<file path="src/design/iobt_cell.sv">
// ----------------------------------------------------------------------------
// iobt_cell
// One table slot: holds an interval, checks a request against it, and takes
// its neighbor's interval when the chain shifts on an append.
// ----------------------------------------------------------------------------
`timescale 1ns / 1ps

module iobt_cell #(
    parameter int TIME_BITS = 32
) (
    input  logic                 aclk,
    input  logic                 aresetn,
    input  logic                 cap_en,
    input  logic [TIME_BITS-1:0] req_start,
    input  logic [TIME_BITS-1:0] req_end,
    input  logic                 shift_en,
    input  logic                 prev_valid,
    input  logic [TIME_BITS-1:0] prev_start,
    input  logic [TIME_BITS-1:0] prev_end,
    output logic                 valid,
    output logic [TIME_BITS-1:0] slot_start,
    output logic [TIME_BITS-1:0] slot_end,
    output logic                 hit
);

    logic                 valid_reg;
    logic [TIME_BITS-1:0] start_reg;
    logic [TIME_BITS-1:0] end_reg;
    logic                 hit_reg;
    logic                 hit_next;

    // half-open overlap test against this slot
    assign hit_next = valid_reg && (req_start < end_reg) && (req_end > start_reg);

    always_ff @(posedge aclk) begin
        if (!aresetn) begin
            valid_reg <= 1'b0;
            hit_reg   <= 1'b0;
        end else begin
            if (shift_en) begin
                valid_reg <= prev_valid;
            end
            if (cap_en) begin
                hit_reg <= hit_next;
            end
        end
    end

    always_ff @(posedge aclk) begin
        if (shift_en) begin
            start_reg <= prev_start;
            end_reg   <= prev_end;
        end
    end

    assign valid      = valid_reg;
    assign slot_start = start_reg;
    assign slot_end   = end_reg;
    assign hit        = hit_reg;

endmodule
</file>
<file path="config.mk">
export PLATFORM = sky130hd
export DESIGN_NAME = iobt_cell
export DESIGN_NICKNAME = d
export VERILOG_FILES = /design/src/design/iobt_cell.sv
export SDC_FILE = /design/constraint.sdc
export NUM_CORES = 1
export LEC_CHECK = 0
export ABC_AREA = 1
export BUFFER_PORTS_ARGS = -buffer_cell sky130_fd_sc_hd__buf_2
export CAP_MARGIN = 20
export CORE_UTILIZATION = 45
export DETAILED_ROUTE_END_ITERATION = 10
export PLACE_DENSITY = 0.81
export SLEW_MARGIN = 20
export SYNTH_ARGS = -nofsm -noshare
export SYNTH_HDL_FRONTEND = slang
export SYNTH_SLANG_ARGS = --single-unit
</file>
<file path="constraint.sdc">
create_clock -name aclk -period 2.15 [get_ports aclk]
set_clock_uncertainty 0.2 [all_clocks]
set_input_delay 0.5375 -clock aclk [delete_from_list [all_inputs] [get_ports aclk]]
set_output_delay 0.5375 -clock aclk [all_outputs]
set_load 0.1 [all_outputs]
</file>
### Word-level counts from Yosys, hierarchy flattened

Index checks and enable logic that the tools add are counted.

* flip-flop bits (word level): 66
* output and inout bits: 66

* order comparisons: 2
* reductions and logical operators: 2

Operator list (count)
* $gt A32 B32 Y1: 1
* $lt A32 B32 Y1: 1
* $logic_and A1 B1 Y1: 2

### Logic depth before layout (Yosys ltp)

Gate-level depths: netlist (run 1).

* depth in word-level cells: 3
* gate-level depth with buffers: 15

### Worst setup path after synthesis (run 1)

No wires, ideal clock.

* kind: register to register
* start: reg start_reg[23] (netlist: slot_start[23])
* end: reg hit_reg (netlist: hit)
* setup time: 0.117 ns
* data arrival time: 2.006 ns
* data required time: 1.833 ns
* path slack: -0.173 ns
* stages on the path, launching flop included: 12
* path buffers: 0
* cells stage by stage: edfxtp_1 inv_1 ha_1 nand2_1 nor2_2 nand2_1 nor3_2 nand2_1 nand2_1 nor2_1 nand3_2 a21oi_2

* word-level cells in the longest chain between the ends: 2

Ends and longest elaborated chain
* from (decl): RTL line 27 `logic [TIME_BITS-1:0] start_reg;`
* from (signal assigned): RTL line 51 `start_reg <= prev_start;`
* $gt A32 B32 Y1: RTL line 33 `assign hit_next = valid_reg && (req_start < end_reg) && (req_end > start_reg);`
* $logic_and A1 B1 Y1: RTL line 33
* to (signal assigned): RTL line 44 `hit_reg <= hit_next;`
* to (decl): RTL line 29 `logic hit_reg;`

No other way between the ends.
A chain may end at the register's enable or synchronous reset.

### Final worst setup path (run 1)

* start: reg end_reg[30] (netlist: slot_end[30])
* end: out slot_end[30]

RTL lines
* from (decl): RTL line 28 `logic [TIME_BITS-1:0] end_reg;`
* from (signal assigned): RTL line 52 `end_reg <= prev_end;`
* to (decl): RTL line 22 `output logic [TIME_BITS-1:0] slot_end,`

No word-level cell between the ends.

==> results of run 1 <==
[final cells by class]
cell class | instances | area, um^2
clock buffers | 13 | 139
clock inverters | 3 | 63.8
fillers | 630 | 2810
inverters | 80 | 300
multi-input cells | 198 | 1400
flip-flops and latches | 66 | 1960
well taps | 102 | 128
repair buffers | 200 | 1010
[through the flow]
stage / instance area, um^2 / worst slack [ns] / utilization [%] / setup TNS (ns) / instances
after floorplan: 3660 / -0.173 / - / -0.173 / 344
after global placement: 4800 / 0.0923 / 61.4 / 0 / 646
after detailed placement: 4800 / 0.0604 / 61.4 / 0 / 646
after CTS: 5000 / 0.230 / 64.0 / 0 / 662
after global routing: 5000 / 0.148 / 64.0 / 0 / 662
final: 5000 / 0.266 / 64.0 / 0 / 662
[logic make-up (layout without fill, tap and decap cells)]
family / after synthesis / count (layout) / synth area share (%)
buffers and inverters: 80 / 296 / 8.20
DFF: 66 / 66 / 53.6
adders and majority gates: 63 / 63 / 21.5
AOI/OAI and AO/OA: 46 / 46 / 6.70
and+or+nand+nor: 89 / 89 / 10.0
[routing by layer]
layer	vias up	wire length, um	share of wire, %	track usage [%]
li1	1566	-	-	-
met1	1349	3150	38	20.8
met2	131	4400	53	37.3
met3	8	677	8.1	6.38
met4	0	87	1.0	5.86
met5	-	0	0	0
[where the power goes]
group	leakage, nW	internal [mW]	total (mW)	switching [mW]
registers	0.643	1.52	1.57	0.0485
logic	1.94	0.298	1.30	1.00
clock network	0.0993	0.652	1.10	0.443
[cells in the mapped netlist (all sizes together)]
cell | number | area (um^2)
a21oi | 33 | 169
clkinv | 1 | 3.75
dfxtp | 2 | 40.0
edfxtp | 64 | 1920
ha | 63 | 788
inv | 79 | 297
nand2 | 62 | 233
nand3 | 5 | 30.0
nand4 | 2 | 12.5
nor2 | 14 | 55.1
nor3 | 5 | 30.0
o211ai | 1 | 7.51
o21a | 3 | 23.8
o21ai | 9 | 45.0
or2 | 1 | 6.26
[how the worst max path moves through the flow]
stage | end | start | slack [ns]
after floorplan | hit | slot_start[23] | -0.17
after global placement | hit | req_end[23] | 0.09
after detailed placement | hit | req_end[15] | 0.06
after CTS | slot_end[30] | slot_end[30] | 0.23
after global routing | hit | slot_start[15] | 0.15
final | slot_end[30] | slot_end[30] | 0.27
[cells in the final DEF (no fill, tap or decap), drive strengths merged, types with 3 or more instances in the layout]
| cell | instances |
|---|---|
| a21oi | 33 |
| ha | 63 |
| nor2 | 14 |
| o21a | 3 |
| buf | 200 |
| edfxtp | 64 |
| inv | 79 |
| nor3 | 5 |
| nand2 | 62 |
| o21ai | 9 |
| nand3 | 5 |
| clkbuf | 13 |
==> results.yml, run 1 <==
cells_and_area:
  num-nets-final: 751
  antenna_cells: 0
  area_growth_pct: 36.5
  drive_gt1_share_pct: 39.1
setup_path:
  required_ns: 1.41
  cp_max_fo: 2
  crit_slowest_cell: "buf_2"
  rr_worst_depth: 11
  end_kind: "primary output"
  cp-start-kind: "register"
  r2r_end: "hit"
  cp_top_family: "buffers and inverters"
  crit_cells: 1
  worst-r2r-setup-slack_ns: 0.34
  crit_path_max_incr_delay_ns: 0.44
  criticalPathCategory: "reg -> out"
  critical_path_arrival_ns: 1.15
  reg2reg_from: "slot_start[15]"
  critPathBufInv: 1
  cp_cell_sequence: "buf_2"
power_and_ir_drop:
  ir_drop_mv: 0.565
  power-per-cell-area_nw_per_um2: 794
  leakagePower_nw: 2.69
  p_total_mw: 3.97
synthesis:
  avgSynthCellArea_um2: 10.6
  synth_cell_type_count: 22
  synth-seq-cells: 66
  ys_seq_area_share_pct: 53.6
  syn_area_um2: 3660
  synthCells: 344
  ys_warn_count: 0
  synth_nets: 540
global_routing:
  grt_max_degree: 38
  grt_remaining_overflow: 0
  grt_usage_pct: 19.8
  grt_pass1_wl_um: 12800
  first_global_vias: 3020
  antenna_found_initial: 0
clock_network:
  clock-sinks: 66
  cts-root-buf: "clkbuf_8"
  clockBufferDepth: 2
  cts_resized: 0
  postCtsSetupRepairBufs: 0
  htreeDepth: 3
  cts_tree: "built"
  clk_pin_slew_worst_paths_ns: 0.07
  insertion_delay_ns: 0.33
  cts_buffers: 9
  cts_hold_buf: 0
status:
  outcome: "finished clean"
job:
  cap_violations: 0
floorplan:
  dieHeight_um: 92.2
  core_um2: 7810
  die_w_um: 92.2
  start_util_pct: 46.9
  ios: 199
  num_rows: 32
  die_area_um2: 8500
drt:
  wl_per_cell_um: 12.6
  wirelength_um: 8310
  drt_iter0_markers: 64
  dr.pass1.iters: 4
  ant_nets: 0
  viasPerCell: 4.61
  vias: 3054
  drc: 0
sta:
  min_period_over_period_pct: 87.6
  slew_violations: 0
  hold_viol_final: 0
  setup_viol: 0
  slew_headroom_pct: 66.6
  post-route-min-period_ns: 1.88
  max_freq_ghz: 0.531
  holdWs_ns: 0.182
  tightestPinTransition_ns: 0.505
  rsz0062_at_grt: "false"
placed_design:
  gp_congestion: 0.786
  numPortBuffers: 198
  hpwl_um: 7050
min_path:
  holdPathEnd: "slot_end[13]"
  hold_depth: 1
  holdCritStartpoint: "prev_end[13]"
  hp-class: "in -> reg"
(Power assumes the default switching activity.)
==> run 2, diff against run 1 <==
- BUFFER_PORTS_ARGS: -buffer_cell sky130_fd_sc_hd__buf_2 -> -buffer_cell sky130_fd_sc_hd__buf_4
==> results.yml, run 2 (same netlist as run 1, synthesis figures left out) <==
clock_network:
  clock-sinks: 66
  clockBufferDepth: 2
  postCtsSetupRepairBufs: 0
  clk_pin_slew_worst_paths_ns: 0.07
  cts_buffers: 9
  cts_tree: "built"
  cts_resized: 0
  htreeDepth: 3
  cts-root-buf: "clkbuf_8"
  insertion_delay_ns: 0.33
  cts_hold_buf: 0
global_routing:
  antenna_found_initial: 0
  grt_pass1_wl_um: 13900
  grt_remaining_overflow: 0
  grt_usage_pct: 21.4
  first_global_vias: 3248
  grt_max_degree: 66
drt:
  dr.pass1.iters: 5
  vias: 3130
  viasPerCell: 4.74
  wirelength_um: 8860
  ant_nets: 0
  drt_iter0_markers: 50
  wl_per_cell_um: 13.4
  drc: 0
sta:
  finalSetupTns_ns: 0
  holdWs_ns: 0.176
  setup_viol: 0
  slew_headroom_pct: 76.8
  max_freq_ghz: 0.553
  hold_viol_final: 0
  min_period_over_period_pct: 84.1
  rsz0062_at_grt: "false"
  tightestPinTransition_ns: 0.349
  post-route-min-period_ns: 1.81
  slew_violations: 0
setup_path:
  cp_max_fo: 2
  cp_top_family: "simple AND/OR/NAND/NOR gates"
  critPathBufInv: 1
  cp-start-kind: "register"
  criticalPathCategory: "reg -> reg"
  cp_cell_sequence: "inv_1, ha_1, nand4_1, or2_1, nor3_1, nand2_1, nand3_2, a21oi_2"
  required_ns: 2.17
  crit_slowest_cell: "edfxtp_1"
  crit_path_max_incr_delay_ns: 0.38
  end_kind: "register"
  critical_path_arrival_ns: 1.83
floorplan:
  die_w_um: 92.2
  num_rows: 32
  core_um2: 7810
  start_util_pct: 46.9
  die_area_um2: 8500
  ios: 199
  dieHeight_um: 92.2
placed_design:
  hpwl_um: 7370
  gp_congestion: 0.794
  numPortBuffers: 198
min_path:
  hp-class: "in -> reg"
cells_and_area:
  num-nets-final: 750
  area_growth_pct: 48.8
  final_cell_mix: "198 x buf_4, 76 x inv_1, 64 x edfxtp_1"
  antenna_cells: 0
  drive_gt1_share_pct: 39.2
  final_common_cell: "buf_4"
job:
  cap_violations: 0
power_and_ir_drop:
  leakagePower_nw: 2.84
  ir_drop_mv: 0.464
  p_total_mw: 3.87
  power-per-cell-area_nw_per_um2: 710
status:
  outcome: "finished clean"
[run 2: changes by cell type in the layout (fill, tap and decap cells not counted), sizes merged]
cell	before	now
buf	200	199
clkbuf	13	12
bufinv	2	0
clkinv	2	5
[run 2: worst paths after layout]
path / from / end / slack [ns] / cells after the start
worst max-delay path: slot_end[30] / hit / 0.34 / 8
worst min-delay path: prev_end[4] / slot_end[4] / 0.18 / 1
worst max register to register: slot_end[30] / hit / 0.34 / 8
worst min register to register: hit / hit / 0.34 / 2
[run 2: per-stage QoR]
stage | area (um^2) | utilization, % | setup WS, ns | std cells
global placement | 5300 | 67.8 | 0.115 | 645
detailed placement | 5300 | 67.8 | 0.0859 | 645
floorplan | 3660 | - | -0.173 | 344
finish | 5450 | 69.8 | 0.342 | 661
global route | 5450 | 69.8 | 0.148 | 661
CTS | 5450 | 69.8 | 0.303 | 661
[run 2: area by class of cell]
| cell class | instances | area [um^2] |
|---|---|---|
| clock buffers | 12 | 135 |
| clock inverters | 4 | 18.8 |
| fillers | 573 | 2360 |
| inverters | 80 | 300 |
| multi-input cells | 198 | 1400 |
| flip-flops and latches | 66 | 1960 |
| well taps | 102 | 128 |
| repair buffers | 199 | 1510 |
[run 2: layer usage]
| layer | vias to the layer above | track usage, % | wire [um] | part of all wire (%) |
|---|---|---|---|---|
| li1 | 1568 | - | - | - |
| met1 | 1394 | 21.6 | 3260 | 37 |
| met2 | 147 | 39.4 | 4640 | 52 |
| met3 | 21 | 6.38 | 685 | 7.7 |
| met4 | 0 | 10.8 | 269 | 3.0 |
| met5 | - | 0 | 0 | 0 |
[run 2: power breakdown]
| group | switching [mW] | internal [mW] | total [mW] |
|---|---|---|---|
| combinational | 1.00 | 0.420 | 1.42 |
| clock | 0.453 | 0.410 | 0.864 |
| sequential | 0.0554 | 1.53 | 1.58 |
